--- config.mk ---
export PLATFORM = sky130hd
export DESIGN_NAME = tbt_ctrl
export DESIGN_NICKNAME = d
export VERILOG_FILES = /design/src/design/tbt_pkg.sv /design/src/design/tbt_ctrl.sv
export SDC_FILE = /design/constraint.sdc
export NUM_CORES = 1
export LEC_CHECK = 0
export BUFFER_PORTS_ARGS = -buffer_cell sky130_fd_sc_hd__buf_2
export CAP_MARGIN = 40
export CORE_MARGIN = 2
export CORE_UTILIZATION = 49
export DETAILED_ROUTE_END_ITERATION = 10
export PLACE_DENSITY = 0.82
export SLEW_MARGIN = 20
export SYNTH_ARGS = -nofsm -noshare
export SYNTH_HDL_FRONTEND = slang
export SYNTH_SLANG_ARGS = --single-unit
--- constraint.sdc ---
create_clock -name clk -period 1.5 [get_ports clk]
set_clock_uncertainty 0.05 [all_clocks]
set_input_delay 0.225 -clock clk [delete_from_list [all_inputs] [get_ports clk]]
set_output_delay 0.225 -clock clk [all_outputs]
set_load 0.05 [all_outputs]
--- src/design/tbt_pkg.sv ---
package tbt_pkg;

	localparam int COORD_WIDTH = 32;
	localparam int FRAC_BITS   = 16;
	localparam int CORNERS     = 3;

	typedef struct packed {
		logic                          face_start;
		logic signed [COORD_WIDTH-1:0] pos_x;
		logic signed [COORD_WIDTH-1:0] pos_y;
		logic signed [COORD_WIDTH-1:0] pos_z;
		logic signed [COORD_WIDTH-1:0] tex_u;
		logic signed [COORD_WIDTH-1:0] tex_v;
	} corner_t;

	typedef struct packed {
		logic signed [COORD_WIDTH-1:0] tangent_x;
		logic signed [COORD_WIDTH-1:0] tangent_y;
		logic signed [COORD_WIDTH-1:0] tangent_z;
		logic signed [COORD_WIDTH-1:0] bitangent_x;
		logic signed [COORD_WIDTH-1:0] bitangent_y;
		logic signed [COORD_WIDTH-1:0] bitangent_z;
		logic                          degenerate;
	} result_t;

	typedef enum logic [2:0] {
		MS_DU1_DV2,
		MS_DU2_DV1,
		MS_DV2_E1,
		MS_DV1_E2,
		MS_DU1_E2,
		MS_DU2_E1
	} mul_sel_t;

	typedef struct packed {
		logic     ld_c0;
		logic     ld_c1;
		logic     ld_delta;
		logic     mul_ld;
		mul_sel_t sel;
		logic [1:0] comp;
		logic     acc_ld;
		logic     acc_sub;
		logic     det_ld;
		logic     res_clear;
		logic     div_start;
		logic     div_step;
		logic     res_ld;
		logic [2:0] res_idx;
		logic     out_ld;
	} cmd_t;

	typedef struct packed {
		logic face_start;
		logic det_zero;
		logic div_last;
		logic out_free;
	} sts_t;

endpackage

--- src/design/tbt_ctrl.sv ---
module tbt_ctrl (
	input  logic          clk,
	input  logic          arst_n,
	input  logic          corner_valid,
	output logic          corner_stall,
	input  tbt_pkg::sts_t sts,
	output tbt_pkg::cmd_t cmd
);

	typedef enum logic [3:0] {
		S_IDLE,
		S_MUL_A,
		S_MUL_B,
		S_SUB,
		S_DET,
		S_DIV_INIT,
		S_DIV,
		S_DIV_END,
		S_FINISH
	} state_t;

	localparam logic [2:0] JOB_DET  = 3'd0;
	localparam logic [2:0] JOB_BIT0 = 3'd4;
	localparam logic [2:0] JOB_LAST = 3'd6;

	state_t     state_q;
	logic [1:0] cnt_q;
	logic [2:0] job_q;
	logic [1:0] cnt_now;
	logic       accept;

	assign corner_stall = (state_q != S_IDLE);
	assign accept       = corner_valid && (state_q == S_IDLE);
	assign cnt_now      = sts.face_start ? 2'd0 : cnt_q;

	always_ff @(posedge clk or negedge arst_n) begin
		if (!arst_n) begin
			state_q <= S_IDLE;
			cnt_q   <= 2'd0;
			job_q   <= JOB_DET;
		end else begin
			case (state_q)
				S_IDLE: begin
					if (accept) begin
						if (cnt_now == 2'(tbt_pkg::CORNERS - 1)) begin
							cnt_q   <= 2'd0;
							job_q   <= JOB_DET;
							state_q <= S_MUL_A;
						end else begin
							cnt_q <= cnt_now + 2'd1;
						end
					end
				end
				S_MUL_A: state_q <= S_MUL_B;
				S_MUL_B: state_q <= S_SUB;
				S_SUB: begin
					state_q <= (job_q == JOB_DET) ? S_DET : S_DIV_INIT;
				end
				S_DET: begin
					if (sts.det_zero) begin
						state_q <= S_FINISH;
					end else begin
						job_q   <= job_q + 3'd1;
						state_q <= S_MUL_A;
					end
				end
				S_DIV_INIT: state_q <= S_DIV;
				S_DIV: begin
					if (sts.div_last) state_q <= S_DIV_END;
				end
				S_DIV_END: begin
					if (job_q == JOB_LAST) begin
						state_q <= S_FINISH;
					end else begin
						job_q   <= job_q + 3'd1;
						state_q <= S_MUL_A;
					end
				end
				S_FINISH: begin
					if (sts.out_free) state_q <= S_IDLE;
				end
				default: state_q <= S_IDLE;
			endcase
		end
	end

	always_comb begin
		cmd         = '0;
		cmd.sel     = tbt_pkg::MS_DU1_DV2;
		cmd.comp    = (job_q >= JOB_BIT0) ? 2'(job_q - JOB_BIT0) : 2'(job_q - 3'd1);
		cmd.res_idx = job_q - 3'd1;
		case (state_q)
			S_IDLE: begin
				if (accept) begin
					case (cnt_now)
						2'd0:    cmd.ld_c0    = 1'b1;
						2'd1:    cmd.ld_c1    = 1'b1;
						default: cmd.ld_delta = 1'b1;
					endcase
				end
			end
			S_MUL_A: begin
				cmd.mul_ld = 1'b1;
				if (job_q == JOB_DET)       cmd.sel = tbt_pkg::MS_DU1_DV2;
				else if (job_q < JOB_BIT0)  cmd.sel = tbt_pkg::MS_DV2_E1;
				else                        cmd.sel = tbt_pkg::MS_DU1_E2;
			end
			S_MUL_B: begin
				cmd.mul_ld = 1'b1;
				cmd.acc_ld = 1'b1;
				if (job_q == JOB_DET)       cmd.sel = tbt_pkg::MS_DU2_DV1;
				else if (job_q < JOB_BIT0)  cmd.sel = tbt_pkg::MS_DV1_E2;
				else                        cmd.sel = tbt_pkg::MS_DU2_E1;
			end
			S_SUB:      cmd.acc_sub = 1'b1;
			S_DET: begin
				cmd.res_clear = sts.det_zero;
				cmd.det_ld    = !sts.det_zero;
			end
			S_DIV_INIT: cmd.div_start = 1'b1;
			S_DIV:      cmd.div_step  = 1'b1;
			S_DIV_END:  cmd.res_ld    = 1'b1;
			S_FINISH:   cmd.out_ld    = sts.out_free;
			default:    cmd.out_ld    = 1'b0;
		endcase
	end

endmodule

==> results.json, run 1 <==
{
  "outcome": "stopped before the end",
  "lastStage": "clock tree synthesis",
  "stop_error": "[ERROR DPL-0038] Utilization greater than 100%, impossible to legalize",
  "fp.dieW_um": 45.1,
  "globalplace.congestion": 0.730,
  "synth_cell_types": 39,
  "avgSynthCellArea_um2": 9.43,
  "synth_compound_area_share_pct": 13.6,
  "dpl.cell_count": 145,
  "async_reset_ff_share_pct": 100,
  "synth_mux_area_share_pct": 2.41,
  "synthAdderAreaFrac_pct": 9.05,
  "initial_core_util_pct": 53.8,
  "synth_xor_area_share_pct": 5.43,
  "io_pins": 28,
  "cts_setup_buffers": 18,
  "cts.sink_count": 9,
  "synthesis.nets": 101,
  "io_buffer_count": 27,
  "cts_max_level": 1,
  "row_count": 14,
  "hold_buffers": 1,
  "ys_dominant_reg_cell": "dfrtp_1",
  "synth_edf_count": 0,
  "synth_area_um2": 830,
  "hpwl_um": 1750,
  "clock_path_buffers": 2,
  "syn-instance-count": 88,
  "ys_ff_latch": 9,
  "cts-root-buf": "clkbuf_4",
  "cts_buffers": 3,
  "cts_resized": 62,
  "synth_seq_area_share_pct": 27.1,
  "synth_top_family_by_area": "simple AND/OR/NAND/NOR gates",
  "fp.dieH_um": 45.1,
  "ys_warn_count": 0,
  "synthSimpleGateAreaFrac_pct": 32.3
}
==> cell families after synthesis <==
logic type,count (synthesis)
XOR/XNOR,3
flip-flops,9
multiplexers,2
AO/OA/AOI/OAI,16
AND/OR/NAND/NOR,36
buffers and inverters,16
adder cells (fa/ha/maj),6
==> synth_stat cells (2+ instances only) <==
library cell | n | area (µm²)
nor2_1 | 6 | 22.5
nand2_1 | 4 | 15.0
nand2b_1 | 4 | 25.0
buf_6 | 2 | 22.5
inv_1 | 9 | 33.8
ha_1 | 6 | 75.1
dfrtp_1 | 9 | 225
nor2b_1 | 3 | 18.8
nor4_1 | 3 | 18.8
a21oi_1 | 4 | 20.0
nor3_1 | 4 | 20.0
buf_4 | 2 | 15.0
mux2i_1 | 2 | 20.0
a21o_1 | 3 | 22.5
nor4_4 | 2 | 42.5
o21ai_0 | 2 | 10.0
==> metrics by stage <==
stage                     utilization, %  instance area [µm²]  worst slack [ps]  setup TNS, ps  hold WS [ps]
after floorplan                        -                 1040              -457          -3570          -121
after global placement              83.0                 1280              -135           -640          26.6
after detailed placement            83.0                 1280              -207          -1020          31.9
==> run 2: changes to the inputs <==
CORE_AREA = 2 2 63 65   (was default)
CORE_MARGIN = default   (was 2)
CORE_UTILIZATION = default   (was 49)
DIE_AREA = 0 0 65 67   (was default)
PLACE_DENSITY = default   (was 0.82)
PLACE_DENSITY_LB_ADDON = 0.15   (was default)
==> run 2 against run 1 <==
  * The flow now finishes, with violations (setup timing)
  * Synthesized cell count did not move
  * Area after synthesis did not move
==> results.json, run 2 <==
{
  "setup_ws_ps": -320,
  "initial_core_util_pct": 23.0,
  "grt_max_degree": 12,
  "mostFrequentLayoutCell": "buf_4",
  "globalplace.congestion": 0.736,
  "place_ws_ps": -182,
  "yosys-top-cells-count": "dfrtp_1, inv_1, ha_1, nor2_1",
  "fp.dieH_um": 67,
  "fp.dieW_um": 65,
  "ys_warn_count": 0,
  "finalMaxSlewViolations": 0,
  "start_kind": "register",
  "wire_per_inst_um": 11.4,
  "largest_registers": "state_q: 4 flops, job_q: 3 flops, cnt_q: 2 flops",
  "dr.pass1.iters": 2,
  "synth_edf_count": 0,
  "rsz0062_at_grt": "yes",
  "dpl_cell_area_mm2": 0.00139,
  "multiInputGateArea_um2": 769,
  "coreArea_mm2": 0.00361,
  "finalCriticalPeriod_ps": 1820,
  "cts_max_level": 1,
  "cts-root-buf": "clkbuf_8",
  "wirelength_um": 2320,
  "avgSynthCellArea_um2": 9.43,
  "grt_use_total_pct": 11.9,
  "finalNetCount": 169,
  "top_register": "state_q",
  "clock_path_buffers": 2,
  "path_class": "register to primary output",
  "hpwl_um": 1770,
  "drv_cap": 0,
  "first_iter_violations": 9,
  "cp.required_ps": 1220,
  "cts.sink_count": 9,
  "worst_setup_path_end_kind": "primary output",
  "finalHoldViolCount": 0,
  "clk-insertion-delay-late_ps": 230,
  "synth_top_area_cell": "dfrtp_1",
  "n_fill_cell": 337,
  "fmax_mhz": 549,
  "syn2layout_area_growth_pct": 121,
  "synth_area_um2": 830,
  "io_pins": 28,
  "ys_dominant_reg_cell": "dfrtp_1",
  "synthesis.nets": 101,
  "dpl.cell_count": 181,
  "ys_ff_latch": 9,
  "hp-class": "input pin to register",
  "grt_pass1_vias": 948,
  "vias_per_cell": 4.25,
  "ys_top_cells_by_area": "dfrtp_1, ha_1, nor4_4",
  "finalSetupViolCount": 22,
  "overflow": 0,
  "synth_seq_area_share_pct": 27.1,
  "ant_nets": 0,
  "syn-instance-count": 88,
  "drc": 0,
  "violations": "setup timing",
  "cts_tree": "built",
  "finalCritPeriodShare_pct": 121,
  "async_reset_ff_share_pct": 100,
  "mostFrequentLayoutCells": "buf_4, buf_6, dfrtp_1, buf_2",
  "stdcell_area_mm2": 0.00183,
  "yosysTopAreaCellShare_pct": 27.1,
  "antenna_found_initial": 0,
  "regArea_um2": 229,
  "cts_buffers": 3,
  "relSlewSlack_pct": 76.1,
  "row_count": 22,
  "io_buffer_count": 27,
  "outcome": "complete, but fails checks",
  "grt_pass1_wl_um": 4120,
  "largest_reg_flops": 4,
  "vias": 862,
  "clk_pin_slew_worst_paths_ps": 40,
  "fin_cells": 203,
  "critPathArrivalTime_ps": 1550,
  "tightest_slew_ps": 356,
  "synth_cell_types": 39,
  "layout-drive-gt1-share_pct": 74.8,
  "die-area_mm2": 0.00436,
  "num_antenna_cells": 0,
  "crit_fanout": 3
}
run 2: cell counts after synthesis:
Identical to the previous run, type by type.
run 2: worst max-delay path: stages (launching register included):
cell,delay [ps]
dfrtp_1,400
nor4_4,410
inv_4,60
nor4_4,250
buf_6,200
run 2: final cells by class:
class                      instances  share of cell area (%)
sequential                         9                    12.5
timing repair buffer              69                    37.1
clock buffer                       4                    2.46
inverter                          10                    2.60
tap                               48                    3.28
multi-input combinational         63                    42.0
run 2: stage by stage:
step	TNS, ps	utilization (%)	hold slack (ps)
after global routing	-5860	50.8	288
after floorplan	-3570	-	-121
after CTS	-4370	47.3	266
after detailed placement	-1060	38.5	36.8
after global placement	-798	38.5	37.5
final	-4240	50.8	263
run 2: final timing paths:
| kind | slack [ps] | to | cells past startpoint | start |
|---|---|---|---|---|
| min in group asynchronous | 330 | job_q[2] | 2 | arst_n |
| min | 260 | state_q[3] | 3 | sts[0] |
| max in group asynchronous | 880 | state_q[0] | 2 | arst_n |
| max reg2reg | -70 | job_q[2] | 6 | state_q[3] |
| max | -320 | cmd[18] | 4 | state_q[3] |
| min reg2reg | 470 | cnt_q[0] | 1 | cnt_q[0] |
run 2: metal layers:
layer | track usage (%) | vias to the layer above | wire length [µm]
met4 | 0 | 0 | 0
met3 | 2.70 | 0 | 64
met1 | 13.8 | 406 | 955
li1 | - | 442 | -
met2 | 23.6 | 14 | 1300
met5 | 0 | - | 0
run 2: kinds of logic after synthesis:
family	after synthesis	synth area share, %
flops	9	27.1
fa+ha+maj	6	9.05
xor+xnor	3	5.43
compound gates	16	13.6
simple gates	36	32.3
mux	2	2.41
buf+inv	16	10.1
run 2: repair_timing:
item | 4_1_cts | 5_1_grt
hold buffers | 1 | 0
resized for setup | 60 | 17
pin swaps | 10 | 6
setup endpoints to repair | 23 | 26
hold endpoints to repair | 9 | 0
buffers inserted | 9 | 9
Power of run 2 is left out: the tool's default activity adds up to more than one toggle a clock period on the data nets, which glitch-free logic cannot reach.
